**src/rtl/cci_pkg.sv**
```systemverilog
package cci_pkg;

  // Fraction bits of the contact normal magnitude (Q1.29).
  localparam int NORM_BITS = 29;

  // Restitution of exactly one in Q1.16.
  localparam logic [16:0] REST_ONE = 17'h10000;

  // Operand and result widths of the shared arithmetic unit.
  localparam int OPA_W = 72;
  localparam int OPB_W = 36;

  // One body as delivered on the input channel.
  typedef struct packed {
    logic               second_body;
    logic signed [31:0] pos_x;
    logic signed [31:0] pos_y;
    logic signed [31:0] vel_x;
    logic signed [31:0] vel_y;
    logic [30:0]        radius;
    logic [31:0]        mass;
    logic               is_static;
    logic [16:0]        restitution;
  } body_word_t;

  // One resolved body as delivered on the output channel.
  typedef struct packed {
    logic               which_body;
    logic signed [31:0] new_pos_x;
    logic signed [31:0] new_pos_y;
    logic signed [31:0] new_vel_x;
    logic signed [31:0] new_vel_y;
    logic [2:0]         outcome;
    logic               last_of_pair;
  } result_word_t;

  typedef enum logic [2:0] {
    OC_APART    = 3'd0,
    OC_COINC    = 3'd1,
    OC_STATIC   = 3'd2,
    OC_POS      = 3'd3,
    OC_POS_VEL  = 3'd4
  } outcome_t;

  // Micro-steps of one contact resolution, in execution order.
  typedef enum logic [4:0] {
    ST_DIFF, ST_ABS, ST_CHK_FAR, ST_SQX, ST_SQY, ST_SQR, ST_CMP, ST_CHK_CMP,
    ST_ROOT, ST_PEN, ST_NX, ST_NY, ST_CAM, ST_CAD, ST_CBM, ST_CBD,
    ST_PAX, ST_PAY, ST_PBX, ST_PBY, ST_DOTX, ST_DOTY, ST_CHK_DOT, ST_KM,
    ST_KAM, ST_KAD, ST_KBM, ST_KBD, ST_VAX, ST_VAY, ST_VBX, ST_VBY
  } step_t;

  typedef enum logic [1:0] {
    AOP_MUL,
    AOP_DIV,
    AOP_SQRT
  } arith_op_t;

  // Commands from the controller to the datapath.
  typedef struct packed {
    logic     load_a;
    logic     load_b;
    logic     run;
    logic     start;
    step_t    step;
    logic     sel_b;
    outcome_t outcome;
  } cmd_t;

  // Status from the datapath to the controller.
  typedef struct packed {
    logic done;
    logic far;
    logic apart;
    logic coinc;
    logic both_static;
    logic separating;
  } stat_t;

  // True for steps that run on the shared arithmetic unit.
  function automatic logic step_uses_unit(input step_t s);
    case (s) inside
      ST_DIFF, ST_ABS, ST_CHK_FAR, ST_CMP, ST_CHK_CMP, ST_PEN, ST_CHK_DOT: return 1'b0;
      default: return 1'b1;
    endcase
  endfunction

endpackage

```
**src/rtl/cci_ctrl.sv**
```systemverilog
module cci_ctrl (
  input  logic            clk,
  input  logic            rst,
  input  logic            in_valid,
  output logic            in_ready,
  input  logic            in_second,
  output logic            out_valid,
  input  logic            out_ready,
  output cci_pkg::cmd_t   cmd,
  input  cci_pkg::stat_t  stat
);

  typedef enum logic [3:0] {
    S_IDLE  = 4'b0001,
    S_CALC  = 4'b0010,
    S_OUT_A = 4'b0100,
    S_OUT_B = 4'b1000
  } state_t;

  state_t             state, state_next;
  cci_pkg::step_t     step, step_next;
  cci_pkg::outcome_t  outcome, outcome_next;
  logic               issued, issued_next;
  logic               have_first, have_first_next;
  logic               accept;
  logic               unit_step;

  assign in_ready  = (state == S_IDLE);
  assign out_valid = (state == S_OUT_A) || (state == S_OUT_B);
  assign accept    = in_valid && in_ready;
  assign unit_step = cci_pkg::step_uses_unit(step);

  // Next-state logic: pair collection, step sequencing and result delivery.
  always_comb begin
    state_next      = state;
    step_next       = step;
    outcome_next    = outcome;
    issued_next     = issued;
    have_first_next = have_first;
    unique case (state)
      S_IDLE: begin
        if (accept) begin
          if (!in_second) begin
            have_first_next = 1'b1;
          end else if (have_first) begin
            have_first_next = 1'b0;
            state_next      = S_CALC;
            step_next       = cci_pkg::ST_DIFF;
            issued_next     = 1'b0;
          end
        end
      end
      S_CALC: begin
        if (!unit_step) begin
          step_next = cci_pkg::step_t'(5'(step) + 5'd1);
          case (step)
            cci_pkg::ST_CHK_FAR: begin
              if (stat.far) begin
                state_next   = S_OUT_A;
                outcome_next = cci_pkg::OC_APART;
              end
            end
            cci_pkg::ST_CHK_CMP: begin
              if (stat.apart) begin
                state_next   = S_OUT_A;
                outcome_next = cci_pkg::OC_APART;
              end else if (stat.coinc) begin
                state_next   = S_OUT_A;
                outcome_next = cci_pkg::OC_COINC;
              end else if (stat.both_static) begin
                state_next   = S_OUT_A;
                outcome_next = cci_pkg::OC_STATIC;
              end
            end
            cci_pkg::ST_CHK_DOT: begin
              if (stat.separating) begin
                state_next   = S_OUT_A;
                outcome_next = cci_pkg::OC_POS;
              end
            end
            default: ;
          endcase
        end else if (stat.done) begin
          issued_next = 1'b0;
          if (step == cci_pkg::ST_VBY) begin
            state_next   = S_OUT_A;
            outcome_next = cci_pkg::OC_POS_VEL;
          end else begin
            step_next = cci_pkg::step_t'(5'(step) + 5'd1);
          end
        end else if (!issued) begin
          issued_next = 1'b1;
        end
      end
      S_OUT_A: begin
        if (out_ready) state_next = S_OUT_B;
      end
      S_OUT_B: begin
        if (out_ready) state_next = S_IDLE;
      end
      default: state_next = S_IDLE;
    endcase
  end

  always_ff @(posedge clk) begin
    if (rst) begin
      state      <= S_IDLE;
      step       <= cci_pkg::ST_DIFF;
      outcome    <= cci_pkg::OC_APART;
      issued     <= 1'b0;
      have_first <= 1'b0;
    end else begin
      state      <= state_next;
      step       <= step_next;
      outcome    <= outcome_next;
      issued     <= issued_next;
      have_first <= have_first_next;
    end
  end

  // Commands to the datapath.
  always_comb begin
    cmd.load_a  = accept && !in_second;
    cmd.load_b  = accept && in_second && have_first;
    cmd.run     = (state == S_CALC) && !unit_step;
    cmd.start   = (state == S_CALC) && unit_step && !issued;
    cmd.step    = step;
    cmd.sel_b   = (state == S_OUT_B);
    cmd.outcome = outcome;
  end

endmodule

```
**config.mk**
```make
export PLATFORM = sky130hd
export DESIGN_NAME = cci_ctrl
export DESIGN_NICKNAME = d
export VERILOG_FILES = /design/src/rtl/cci_pkg.sv /design/src/rtl/cci_ctrl.sv
export SDC_FILE = /design/constraint.sdc
export NUM_CORES = 1
export LEC_CHECK = 0
export BUFFER_PORTS_ARGS = -buffer_cell sky130_fd_sc_hd__buf_2
export CAP_MARGIN = 25
export CORE_MARGIN = 4
export CORE_UTILIZATION = 52
export CTS_CLUSTER_SIZE = 24
export DETAILED_ROUTE_END_ITERATION = 10
export PLACE_DENSITY_LB_ADDON = 0.1
export SLEW_MARGIN = 10
export SYNTH_ARGS = -nofsm -noshare
export SYNTH_HDL_FRONTEND = slang
export SYNTH_SLANG_ARGS = --single-unit
```
**constraint.sdc**
```tcl
create_clock -name clk -period 2.5 [get_ports clk]
set_clock_uncertainty 0.2 [all_clocks]
set_input_delay 0.125 -clock clk [delete_from_list [all_inputs] [get_ports clk]]
set_output_delay 0.125 -clock clk [all_outputs]
set_load 0.01 [all_outputs]
```
==> impl_metrics.tcl <==
set metrics [dict create \
    status "completed" \
    power_density_mw_per_mm2 587 \
    clkSinkCount 14 \
    fin_nets 173 \
    synth_warnings 0 \
    grt-ovfl-total 0 \
    path_cells "ha_2 > and3_1 > ha_1 > inv_1 > o32a_1 > a221o_1 > nor4_1 > nor3_1" \
    busiest_layer "met2" \
    synthArstFlopShare_pct 0 \
    worstSetupEndpointType "register" \
    crit_slowest_cell "dfxtp_2" \
    setup_viol 0 \
    drc 0 \
    insertedDiodeCount 0 \
    total_power_uw 740 \
    grt_pass1_wl_mm 4.40 \
    worstHoldStart "rst" \
    drt_pass1_iterations 4 \
    synth_area_leaders "dfxtp_1 (27%), ha_1 (5.9%), nand2_1 (3.9%)" \
    n_fill_cell 192 \
    synth_top_area_share_pct 26.6 \
    cts_setup_buffers 0 \
    seq_area_frac_synth_pct 26.6 \
    start_util_pct 54.3 \
    drt-wirelength-per-cell_um 13.9 \
    multi_input_area_sq_um 697 \
    grt.total_usage_pct 20.8 \
    yosys.area.top_type "dfxtp_1" \
    grt_setup_unrepaired "false" \
    avgSynthCellArea_sq_um 8.24 \
    hold_path_class "primary input to register" \
    fin_crit_sh_pct 95.8 \
    netlist_area_sq_mm 0.00105 \
    dp.cells 175 \
    crit_fanout 6 \
    drive_above_1_share_pct 31.4 \
    synth_fp_nets 144 \
    critical_path.max_stage_delay_ns 0.39 \
    ys_ff_latch 14 \
    portBuffers 25 \
    critPathLaunchType "register" \
    r2r_start "step[0]$_SDFFE_PP0P_" \
    maxCapViolCount 0 \
    max_freq_mhz 417 \
    synth_cells 128 \
    placementRows 16 \
    synth_ff_type "dfxtp_1" \
    slew_viol_final 0 \
    critPathKind "register to register" \
    dp_hpwl_mm 1.88 \
    tightestPinTransition_ns 0.382 \
    vias_per_cell 5.62 \
    core-area_sq_mm 0.00194 \
    synth-edff-count 0 \
    first_iter_violations 34 \
    worst_ep_required_time_ns 2.46 \
    tritoncts "done" \
    netlist-cell-type-count 51 \
    startpoint "step[0]$_SDFFE_PP0P_" \
    clk_pin_slew_ns 0.10 \
    wirelength_mm 2.54 \
    grt_pass1_vias 973 \
    cts_buffers 3 \
    die_area_sq_mm 0.00281 \
    met1_usage_pct 29.0 \
    clockBufferDepth 2 \
    fp.dieW_um 53.0 \
    grt_max_degree 18 \
    stdcell_count 183 \
    clock_latency_ns 0.29 \
    seq_area_sq_um 284 \
    antenna_found_initial 0 \
    critPathArrivalTime_ns 2.36 \
    vias 1028 \
    slew_headroom_pct 74.5 \
    clockRootBuffer "clkbuf_4" \
    placed_cell_area_sq_mm 0.00118 \
    die_h_um 53.0 \
    drtAntennaViolNets 0 \
    final_cell_area_sq_mm 0.00126 \
    postLayoutCoreUtil_pct 64.9 \
    period_needed_ns 2.40 \
    p_leak_uw 0.000512 \
    met2_usage_pct 33.3 \
    area_growth_pct 19.6 \
    htreeDepth 1 \
    peakVddDrop_v 0.000525 \
    io_pins 26 \
    gp_congestion 0.883 \
    hold_viol 0 \
    tns_ns 0 \
    met3_usage_pct 3.94 \
]
worst max-delay path: cells and delay by family, from the launching register on:
kind                       cells  cell delay [ns]
buffers and inverters          1             0.05
and+or+nand+nor                3             0.53
adders and majority gates      2             0.41
AOI/OAI and AO/OA              2             0.70
DFF                            1             0.39
sequential cells by signal (all words and copies together) (netlist names):
register    cells
issued          1
state           4
have_first      1
outcome         3
step            5
cell usage after synthesis, types with 2 or more instances:
master,count
nor3_1,6
nor2_4,2
a211oi_2,2
nand2b_1,2
nor2_1,8
a31oi_1,4
nor2b_1,2
ha_1,5
a21oi_1,6
o31ai_1,2
o21ai_0,8
dfxtp_1,14
nor4_1,4
or3_1,2
nor3_2,2
nand2_1,11
clkbuf_1,3
nand3_1,4
xnor2_1,3
buf_6,3
inv_1,5
where the power goes:
part	switching [uW]	internal [uW]
Combinational	156	118
Sequential	47.3	248
Clock	82.3	88.6
stage by stage:
step,worst slack [ns],hold WS (ns)
after floorplan,0.139,0.0283
after global placement,0.119,0.154
after detailed placement,0.0464,0.165
after CTS,0.0196,0.0144
after global routing,0.000917,0.0483
final,0.105,0.0198
final timing paths:
kind	endpoint	slack [ns]	depth (start not counted)
setup reg to reg	outcome[1]$_SDFFE_PP0P_	0.10	8
hold / removal	step[4]$_SDFFE_PP0P_	0.02	2
setup / recovery	outcome[1]$_SDFFE_PP0P_	0.10	8
hold reg to reg	issued$_SDFFE_PP0P_	0.28	2
area by class of cell:
| cell class | instances | area share [%] |
|---|---|---|
| Sequential cell | 14 | 22.5 |
| Clock buffer | 4 | 2.88 |
| Inverter | 6 | 1.79 |
| Multi-Input combinational cell | 100 | 55.3 |
| Tap cell | 27 | 2.68 |
| Timing Repair Buffer | 32 | 14.9 |
per-layer routing:
layer  share of wire, %  up-vias  wire length [um]
met1                 47      468              1190
met3                6.1        0               155
met4                  0        0                 0
met5                  0        -                 0
li1                   -      526                 -
met2                 47       34              1190
placed cells by master (no fill, tap or decap), types with 3 or more instances in the layout:
cell and instances:
a21oi_1 6, a31oi_1 4, buf_2 25, buf_4 3
clkbuf_4 3, dfxtp_1 11, dfxtp_2 3, dlygate4sd3_1 4
ha_1 4, inv_1 5, nand2_1 11, nand3_1 4
nor2_1 8, nor3_1 6, nor4_1 4, o21ai_0 8
xnor2_1 3
timing repair:
| action | 4_1_cts | 5_1_grt |
|---|---|---|
| gates resized for setup | 0 | 4 |
| endpoints found under the hold margin | 3 | 0 |
| hold buffers | 4 | 0 |
| endpoints found under the setup margin | 0 | 5 |
logic make-up after synthesis:
| logic type | after synthesis | synth area share [%] |
|---|---|---|
| simple gates | 57 | 33.6 |
| compound gates | 33 | 22.1 |
| buf+inv | 14 | 7.59 |
| flops | 14 | 26.6 |
| fa+ha+maj | 5 | 5.93 |
| xor+xnor | 4 | 3.32 |
| mux | 1 | 0.949 |
Power figures use the tool's default switching activity.
